[src/rtl/i2cm_pkg.sv]
// Shared types and constants for the I2C master byte engine.
// No dependencies; compile first.
package i2cm_pkg;

  localparam int unsigned RegWidth = 8;
  localparam int unsigned BitsPerByte = 8;

  localparam logic [RegWidth-1:0] PhaseDelayReset = 8'd2;
  localparam logic [RegWidth-1:0] AckPollReset = 8'd100;
  localparam logic [RegWidth-1:0] PollMax = 8'hFF;

  typedef enum logic [0:0] {
    REG_PHASE_DELAY = 1'b0,
    REG_ACK_POLL    = 1'b1
  } reg_index_t;

  typedef enum logic [1:0] {
    MODE_START = 2'd0,
    MODE_WRITE = 2'd1,
    MODE_READ  = 2'd2,
    MODE_STOP  = 2'd3
  } mode_t;

  typedef enum logic [3:0] {
    PH_IDLE  = 4'd0,
    PH_STA   = 4'd1,
    PH_STB   = 4'd2,
    PH_WBIT  = 4'd3,
    PH_WHI   = 4'd4,
    PH_WLO   = 4'd5,
    PH_WACK  = 4'd6,
    PH_WACKL = 4'd7,
    PH_RPRE  = 4'd8,
    PH_RHI   = 4'd9,
    PH_RLO   = 4'd10,
    PH_RACKH = 4'd11,
    PH_RACKL = 4'd12,
    PH_SPA   = 4'd13,
    PH_SPB   = 4'd14,
    PH_SPC   = 4'd15
  } phase_t;

  typedef struct packed {
    logic       sda_level;
    logic       cmd_valid;
    logic [1:0] mode;
    logic [7:0] tx_byte;
    logic       send_ack;
  } tick_t;

  typedef struct packed {
    logic       scl_drive_low;
    logic       sda_drive_low;
    logic       busy_res;
    logic       done_res;
    logic       ack_received;
    logic [7:0] rx_byte;
  } result_t;

endpackage

[src/rtl/i2cm_stream_if.sv]
// Valid/ready channel carrying one payload of type T per transaction.
// Used with i2cm_pkg types by the engine top level.
interface i2cm_stream_if #(
  parameter type T = logic
);
  logic valid;
  logic ready;
  T     payload;

  modport source (output valid, output payload, input ready);
  modport sink (input valid, input payload, output ready);
endinterface

[src/rtl/i2c_master_byte_engine.sv]
// Open-drain I2C master engine: one tick per transaction in, one result out.
// Depends on i2cm_pkg and i2cm_stream_if.

// One input transaction is one bus tick; the engine takes one every clock cycle
// unless the result sink stalls (a rate set by the single state-update stage);
// the result register gives its result in the next cycle and decouples a stalled
// sink. Commands (start, write, read, stop) are taken only when idle; each bus
// phase lasts phase_delay_ticks ticks (0 acts as 1), but write ACK polling then
// resamples every tick and fails after ack_poll_limit high samples (0 acts as 1).
module i2c_master_byte_engine (
  input  logic                        clk,
  input  logic                        rst,
  i2cm_stream_if.sink                 tick,
  i2cm_stream_if.source               result,
  input  logic                        cfg_we,
  input  logic                        cfg_index,
  input  logic [i2cm_pkg::RegWidth-1:0] cfg_data
);
  import i2cm_pkg::*;

  logic [RegWidth-1:0] phase_delay_ticks;
  logic [RegWidth-1:0] ack_poll_limit;

  phase_t     phase, phase_next;
  logic [3:0] bit_count, bit_count_next;
  logic [7:0] shifter, shifter_next;
  logic [7:0] delay_count, delay_count_next;
  logic [7:0] poll_count, poll_count_next;
  logic       scl_low_reg, scl_low_reg_next;
  logic       sda_low_reg, sda_low_reg_next;
  logic       ack_flag, ack_flag_next;
  logic       ack_to_send, ack_to_send_next;
  logic [7:0] rx_last, rx_last_next;
  logic       done_next;

  logic       out_valid;
  result_t    out_data;

  logic       accept;
  tick_t      t;
  logic [7:0] delay_eff, poll_lim;

  assign tick.ready     = !out_valid || result.ready;
  assign accept         = tick.valid && tick.ready;
  assign t              = tick.payload;
  assign result.valid   = out_valid;
  assign result.payload = out_data;
  assign delay_eff      = (phase_delay_ticks == '0) ? 8'd1 : phase_delay_ticks;
  assign poll_lim       = (ack_poll_limit == '0) ? 8'd1 : ack_poll_limit;

  always_ff @(posedge clk) begin
    if (rst) begin
      phase_delay_ticks <= PhaseDelayReset;
      ack_poll_limit    <= AckPollReset;
    end else if (cfg_we) begin
      case (reg_index_t'(cfg_index))
        REG_PHASE_DELAY: phase_delay_ticks <= cfg_data;
        REG_ACK_POLL:    ack_poll_limit    <= cfg_data;
        default:         ;
      endcase
    end
  end

  always_comb begin
    logic [7:0] sh;
    logic [3:0] bc;
    logic [7:0] pc;
    phase_next       = phase;
    bit_count_next   = bit_count;
    shifter_next     = shifter;
    delay_count_next = delay_count;
    poll_count_next  = poll_count;
    scl_low_reg_next = scl_low_reg;
    sda_low_reg_next = sda_low_reg;
    ack_flag_next    = ack_flag;
    ack_to_send_next = ack_to_send;
    rx_last_next     = rx_last;
    done_next        = 1'b0;
    sh = shifter << 1;
    bc = bit_count + 4'd1;
    pc = (poll_count < PollMax) ? poll_count + 8'd1 : poll_count;

    if (phase == PH_IDLE) begin
      if (t.cmd_valid) begin
        bit_count_next   = '0;
        delay_count_next = delay_eff;
        case (mode_t'(t.mode))
          MODE_START: begin
            phase_next       = PH_STA;
            sda_low_reg_next = 1'b1;
          end
          MODE_WRITE: begin
            shifter_next     = t.tx_byte;
            phase_next       = PH_WBIT;
            scl_low_reg_next = 1'b1;
            sda_low_reg_next = !t.tx_byte[7];
          end
          MODE_READ: begin
            shifter_next     = '0;
            ack_to_send_next = t.send_ack;
            phase_next       = PH_RPRE;
            scl_low_reg_next = 1'b1;
            sda_low_reg_next = 1'b0;
          end
          default: begin
            phase_next       = PH_SPA;
            scl_low_reg_next = 1'b1;
            sda_low_reg_next = 1'b1;
          end
        endcase
      end
    end else if (delay_count > 8'd1) begin
      delay_count_next = delay_count - 8'd1;
    end else begin
      delay_count_next = delay_eff;
      case (phase)
        PH_STA: begin
          phase_next = PH_STB; scl_low_reg_next = 1'b1; sda_low_reg_next = 1'b1;
        end
        PH_WBIT: begin
          phase_next = PH_WHI; scl_low_reg_next = 1'b0;
        end
        PH_WHI: begin
          phase_next = PH_WLO; scl_low_reg_next = 1'b1;
        end
        PH_WLO: begin
          shifter_next   = sh;
          bit_count_next = bc;
          scl_low_reg_next = 1'b1;
          if (bc >= 4'(BitsPerByte)) begin
            poll_count_next  = '0;
            phase_next       = PH_WACK;
            scl_low_reg_next = 1'b0;
            sda_low_reg_next = 1'b0;
          end else begin
            phase_next       = PH_WBIT;
            sda_low_reg_next = !sh[7];
          end
        end
        PH_WACK: begin
          if (!t.sda_level) begin
            ack_flag_next = 1'b1;
            phase_next = PH_WACKL; scl_low_reg_next = 1'b1; sda_low_reg_next = 1'b0;
          end else begin
            poll_count_next = pc;
            if (pc >= poll_lim) begin
              ack_flag_next = 1'b0;
              phase_next = PH_WACKL; scl_low_reg_next = 1'b1; sda_low_reg_next = 1'b0;
            end else begin
              delay_count_next = '0;
            end
          end
        end
        PH_RPRE: begin
          phase_next = PH_RHI; scl_low_reg_next = 1'b0; sda_low_reg_next = 1'b0;
        end
        PH_RHI: begin
          shifter_next = {shifter[6:0], t.sda_level};
          phase_next = PH_RLO; scl_low_reg_next = 1'b1; sda_low_reg_next = 1'b0;
        end
        PH_RLO: begin
          bit_count_next = bc;
          if (bc >= 4'(BitsPerByte)) begin
            phase_next = PH_RACKH; scl_low_reg_next = 1'b0;
            sda_low_reg_next = ack_to_send;
          end else begin
            phase_next = PH_RPRE; scl_low_reg_next = 1'b1; sda_low_reg_next = 1'b0;
          end
        end
        PH_RACKH: begin
          phase_next = PH_RACKL; scl_low_reg_next = 1'b1;
        end
        PH_SPA: begin
          phase_next = PH_SPB; scl_low_reg_next = 1'b0; sda_low_reg_next = 1'b1;
        end
        PH_SPB: begin
          phase_next = PH_SPC; scl_low_reg_next = 1'b0; sda_low_reg_next = 1'b0;
        end
        default: begin
          // end of start, write ACK, read ACK or stop
          if (phase == PH_RACKL) rx_last_next = shifter;
          phase_next       = PH_IDLE;
          delay_count_next = '0;
          done_next        = 1'b1;
        end
      endcase
    end
  end

  always_ff @(posedge clk) begin
    if (rst) begin
      phase       <= PH_IDLE;
      bit_count   <= '0;
      shifter     <= '0;
      delay_count <= '0;
      poll_count  <= '0;
      scl_low_reg <= 1'b0;
      sda_low_reg <= 1'b0;
      ack_flag    <= 1'b0;
      ack_to_send <= 1'b0;
      rx_last     <= '0;
      out_valid   <= 1'b0;
    end else begin
      if (accept) begin
        phase       <= phase_next;
        bit_count   <= bit_count_next;
        shifter     <= shifter_next;
        delay_count <= delay_count_next;
        poll_count  <= poll_count_next;
        scl_low_reg <= scl_low_reg_next;
        sda_low_reg <= sda_low_reg_next;
        ack_flag    <= ack_flag_next;
        ack_to_send <= ack_to_send_next;
        rx_last     <= rx_last_next;
        out_valid   <= 1'b1;
      end else if (result.ready) begin
        out_valid <= 1'b0;
      end
    end
  end

  always_ff @(posedge clk) begin
    if (accept) begin
      out_data.scl_drive_low <= scl_low_reg_next;
      out_data.sda_drive_low <= sda_low_reg_next;
      out_data.busy_res      <= (phase_next != PH_IDLE);
      out_data.done_res      <= done_next;
      out_data.ack_received  <= ack_flag_next;
      out_data.rx_byte       <= rx_last_next;
    end
  end

endmodule

[src/flat_wrapper.sv]
// flat-port wrapper written by rule: the top's interface ports become plain ports
module i2c_master_byte_engine_flat import i2cm_pkg::*;
  (clk, rst, cfg_we, cfg_index, cfg_data, tick_valid, tick_payload, tick_ready, result_valid, result_payload, result_ready);
  i2cm_stream_if #(.T(tick_t)) tick_i ();
  i2cm_stream_if #(.T(result_t)) result_i ();
  input  logic clk;
  input  logic rst;
  input  logic cfg_we;
  input  logic cfg_index;
  input  logic [i2cm_pkg::RegWidth-1:0] cfg_data;
  input wire logic [$bits(tick_i.valid)-1:0] tick_valid;
  input wire logic [$bits(tick_i.payload)-1:0] tick_payload;
  output wire logic [$bits(tick_i.ready)-1:0] tick_ready;
  output wire logic [$bits(result_i.valid)-1:0] result_valid;
  output wire logic [$bits(result_i.payload)-1:0] result_payload;
  input wire logic [$bits(result_i.ready)-1:0] result_ready;
  assign tick_i.valid = tick_valid;
  assign tick_i.payload = tick_payload;
  assign tick_ready = tick_i.ready;
  assign result_valid = result_i.valid;
  assign result_payload = result_i.payload;
  assign result_i.ready = result_ready;
  i2c_master_byte_engine u_core (.clk(clk), .rst(rst), .tick(tick_i), .result(result_i), .cfg_we(cfg_we), .cfg_index(cfg_index), .cfg_data(cfg_data));
endmodule
[config.mk]
export PLATFORM = sky130hd
export DESIGN_NAME = i2c_master_byte_engine_flat
export DESIGN_NICKNAME = d
export VERILOG_FILES = /design/src/rtl/i2cm_pkg.sv /design/src/rtl/i2cm_stream_if.sv /design/src/rtl/i2c_master_byte_engine.sv /design/src/flat_wrapper.sv
export SDC_FILE = /design/constraint.sdc
export NUM_CORES = 1
export LEC_CHECK = 0
export ABC_AREA = 1
export ABC_CLOCK_PERIOD_IN_PS = 8400
export BUFFER_PORTS_ARGS = -buffer_cell sky130_fd_sc_hd__buf_2
export CAP_MARGIN = 10
export CORE_ASPECT_RATIO = 0.5
export CORE_MARGIN = 3
export CORE_UTILIZATION = 50
export CTS_CLUSTER_DIAMETER = 120
export CTS_CLUSTER_SIZE = 30
export DETAILED_ROUTE_END_ITERATION = 16
export GPL_TIMING_DRIVEN = 0
export HOLD_SLACK_MARGIN = 0.12
export PLACE_DENSITY = 0.72
export SLEW_MARGIN = 20
export SYNTH_ARGS = -nofsm -noshare
export SYNTH_HDL_FRONTEND = slang
export SYNTH_SLANG_ARGS = --single-unit
[constraint.sdc]
create_clock -name clk -period 8.4 [get_ports clk]
set_clock_uncertainty 0.2 [all_clocks]
set_input_delay 2.1 -clock clk [delete_from_list [all_inputs] [get_ports clk]]
set_output_delay 2.1 -clock clk [all_outputs]
set_load 0.1 [all_outputs]
### After elaboration in Yosys (flattened, before gate mapping)

Cells that the tools add are included.

* register bits: 74
* bits in latches: 0
* RAM bits: 0
* ROM bits: 0
* bits of input ports: 27
* word-level logic and storage cells: 136
* memories: 0

* add/sub/neg operators: 3
* multipliers: 0
* div/mod/pow operators: 0
* order comparisons: 4
* equal/unequal tests: 19
* shift-type cells: 0
* mux-type cells: 59
* bitwise gates (word level): 3
* reduce and logical (&&, ||, !) cells: 29

Operator list (number)
* two-way mux 8 bit: 17
* case mux 8 bit (2 select lines): 4
* case mux 4 bit (11 select lines): 1
* two-way mux 4 bit: 9
* equality test 4 bit, second input constant: 7
* two-way mux 1 bit: 22
* zero test 8 bit: 2
* equality test 4 x 3 -> 1 bit, second input constant: 3
* case mux 4 bit (3 select lines): 1
* OR reduction 11 bit: 1
* OR reduction 10 bit: 1
* adder 8 x 1 -> 8 bit, second input constant: 1
* >= comparator 8 bit: 1
* > comparator 8 x 1 -> 1 bit, second input constant: 1
* < comparator 8 bit, second input constant: 1
* AND reduction 4 bit: 2
* OR reduction 4 bit: 2
* subtractor 8 x 1 -> 8 bit, second input constant: 1
* AND reduction 2 bit: 3
* AND reduction 6 bit: 1
* nonzero test 2 bit: 3
* OR reduction 2 bit: 3
* case mux 1 bit (5 select lines): 1
* AND reduction 5 bit: 1
* other kinds (22): 28

### Logic depth before layout (Yosys ltp)

* word-level depth: 9
* depth in mapped cells: 20
* depth with buffers taken out: 20

### Least setup slack after synthesis

OpenSTA, ideal clock, no wires.

* kind: input-to-output
* start point: input port result_ready
* end point: output port tick_ready
* data arrival time: 2.803 ns
* data required time: 6.100 ns
* slack: 3.297 ns
* cell stages on the path: 2
* buffers on the path: 0
* cells stage by stage: inv_1 nand2_1

* longest elaborated chain between the ends: 1

RTL lines
* start: declaration: RTL line flat_wrapper.sv:16 `input wire logic [$bits(result_i.ready)-1:0] result_ready;`
* logical OR 1 bit: RTL line i2c_master_byte_engine.sv:43 `assign tick.ready = !out_valid || result.ready;`
* end: declaration: RTL line flat_wrapper.sv:13 `output wire logic [$bits(tick_i.ready)-1:0] tick_ready;`

No other way between the ends.

### Final worst setup path

Ends and elaborated chain as after synthesis.

==> impl_metrics.json <==
{
  "drt_first_pass_iters": 7,
  "initialDrtViolationCount": 292,
  "yosysWarningCount": 0,
  "dpl.hpwl_microns": 7610,
  "crit_fanout": 3,
  "syn_inst": 586,
  "final_cells": 751,
  "wl_per_cell_microns": 13.8,
  "grtUsageMet3_pct": 5.61,
  "status": "finished clean",
  "synth_fp_nets": 630,
  "stdcell_area_sq_um": 4880,
  "cts_tree": "built",
  "cellLeakagePower_nw": 2.31,
  "antenna_found_initial": 0,
  "drc": 0,
  "syn_area_sq_um": 4220,
  "crit_start": "result_ready",
  "rsz0062_at_grt": "no",
  "switching_share_pct": 34.6,
  "clk_path_buf_depth": 2,
  "critPathMostFrequentCell": "buf_2",
  "crit_required_ns": 6.10,
  "finalSetupViolations": 0,
  "setup.worst_path.class": "in2out",
  "setup_tns_ns": 0,
  "start_util_pct": 54.6,
  "worst_path_dominant_cell_family": "buffers and inverters",
  "syn_area_per_cell_sq_um": 7.20,
  "worstPathCellList": "buf_2, inv_1, nand2_1, buf_2",
  "post-route-period-util_pct": 59.9,
  "timing.final.hold_violations": 0,
  "final.setup.worst_slack_ns": 3.37,
  "cts_buffers": 9,
  "htree_levels": 3,
  "synth_area_leader_cell": "dfxtp_1",
  "port_buffers": 41,
  "end_kind": "output port",
  "final.min_clock_period_ns": 5.03,
  "area_delta_synth_final_pct": 15.7,
  "hold_path.class": "reg2reg",
  "max_stage_delay_ns": 0.44,
  "drv_slew": 0,
  "core_area_sq_um": 7730,
  "nets": 682,
  "worst_path_max_delay_cell": "buf_2",
  "dr_total_vias": 3918,
  "vias_per_cell": 5.22,
  "max_slew_margin_pct": 59.1,
  "grt_pass1_vias": 3535,
  "hold_buffers": 0,
  "synth-edff-count": 13,
  "post-place-ws_ns": 3.37,
  "ys_ff_latch": 74,
  "drive_above_1_share_pct": 16.8,
  "chipHeight_microns": 71.0,
  "ys_types": 43,
  "placed_cell_area_sq_um": 4560,
  "p_comb_share_pct": 26.6,
  "wl_microns": 10400,
  "tightest_slew_ns": 0.613,
  "synthArstFlopShare_pct": 0,
  "cts.sinks": 74,
  "clk_pin_slew_worst_paths_ns": 0.05,
  "cts-root-buf": "clkbuf_16",
  "cts-resized-gates": 0,
  "synth_area_leaders": "dfxtp_1 29%, nand2_1 9.9%, edfxtp_1 9.2%",
  "vdd_drop_max_v": 0.000119,
  "max_clock_freq_mhz": 199,
  "gp_congestion": 0.936,
  "start_kind": "input pin",
  "grt_busiest_layer": "met1",
  "track_usage_pct": 22.7,
  "cap_violations": 0,
  "seq_power_share_pct": 37.1,
  "pwr_density_cell_nw_per_um2": 229,
  "critPathArrivalTime_ns": 2.73,
  "post_cts_buffers": 0,
  "largest_reg_flops": 13,
  "intPower_mw": 0.731,
  "final_cell_mix": "111 x nand2_1, 76 x inv_1, 61 x dfxtp_1",
  "clk_latency_ns": 0.34,
  "dp_cells": 735,
  "r2r_start": "u_core.poll_count[0]$_SDFFE_PP0P_",
  "mostFrequentLayoutCell": "nand2_1",
  "yosysSeqAreaShare_pct": 38.2,
  "groute.layer.met1.usage_pct": 34.3,
  "power_switching_mw": 0.386,
  "ant_nets": 0,
  "p_clk_share_pct": 36.3,
  "synth_top_flop_cell": "dfxtp_1",
  "yosys.area.top_type_share_pct": 28.9,
  "min_from": "u_core.poll_count[5]$_SDFFE_PP0P_",
  "use_met2_pct": 33.1,
  "grt_pass1_wl_microns": 17600,
  "crit_buf_inv": 3,
  "rows": 22,
  "grt-ovfl-total": 0,
  "die-area_sq_um": 9650,
  "io_pins": 42,
  "diodes": 0,
  "grt_max_degree": 23,
  "die_x_microns": 136
}
==> through the flow <==
step	util (%)	hold slack (ns)	total power, mW
4_1_cts	63.1	0.282	1.12
6_report	63.1	0.280	1.12
5_1_grt	63.1	0.308	1.18
3_3_place_gp	59.0	0.260	0.714
3_5_place_dp	59.0	0.272	0.717
2_1_floorplan	-	0.229	0.654
==> worst register-to-register path: cells and delay by family, from the launching register on <==
family / cells / cell delay (ns)
and+or+nand+nor: 16 / 1.65
buffers and inverters: 1 / 0.18
DFF: 1 / 0.40
AOI/OAI and AO/OA: 1 / 0.27
adders and majority gates: 2 / 0.47
==> power by group through the flow <==
stage	clock network, mW	registers, mW	logic, mW
after global placement	0	0.421	0.293
after floorplan	0	0.470	0.184
after detailed placement	0	0.421	0.295
final	0.405	0.415	0.298
after CTS	0.411	0.414	0.297
after global routing	0.428	0.419	0.330
==> cells by family after synthesis <==
group / after synthesis / synth area share, %
AO/OA/AOI/OAI: 140 / 18.8
buffers and inverters: 107 / 9.99
adder cells (fa/ha/maj): 17 / 5.04
XOR/XNOR: 8 / 1.66
AND/OR/NAND/NOR: 240 / 26.3
flip-flops: 74 / 38.2
==> metal layers <==
layer	share of wire [%]	up-vias
met4	0.62	0
met2	41	95
met3	5.8	9
li1	-	2031
met5	0	-
met1	52	1783
==> path summary, 6_finish.rpt <==
| path | depth (start not counted) | end | slack [ns] |
|---|---|---|---|
| max | 4 | tick_ready | 3.37 |
| min reg2reg | 2 | u_core.poll_count[5]$_SDFFE_PP0P_ | 0.28 |
| max reg2reg | 20 | u_core.result.payload[10]$_DFFE_PP_ | 4.97 |
| min | 2 | u_core.poll_count[5]$_SDFFE_PP0P_ | 0.28 |
==> layout make-up <==
cell class | instances | area, sq um
clock buffers | 14 | 308
inverters | 91 | 344
flip-flops and latches | 74 | 1610
fillers | 708 | 2850
well taps | 108 | 135
multi-input cells | 405 | 2190
plain buffers | 16 | 77.6
repair buffers | 41 | 205
clock inverters | 2 | 13.8
==> Yosys cell counts, types with 2 or more instances <==
| cell | number |
|---|---|
| a21oi_1 | 54 |
| a31oi_1 | 8 |
| buf_1 | 2 |
| buf_2 | 2 |
| buf_4 | 2 |
| clkbuf_1 | 9 |
| dfxtp_1 | 61 |
| edfxtp_1 | 13 |
| ha_1 | 17 |
| inv_1 | 76 |
| inv_2 | 13 |
| nand2_1 | 111 |
| nand2_2 | 11 |
| nand2_4 | 3 |
| nand3_1 | 40 |
| nand4_1 | 4 |
| nor2_1 | 49 |
| nor2_2 | 4 |
| nor2_4 | 2 |
| nor3_1 | 6 |
| nor4_1 | 3 |
| o211ai_1 | 8 |
| o21ai_0 | 41 |
| o21ai_1 | 13 |
| o21ai_2 | 9 |
| xor2_1 | 8 |
Note: power is estimated with default switching activity, not from simulation.
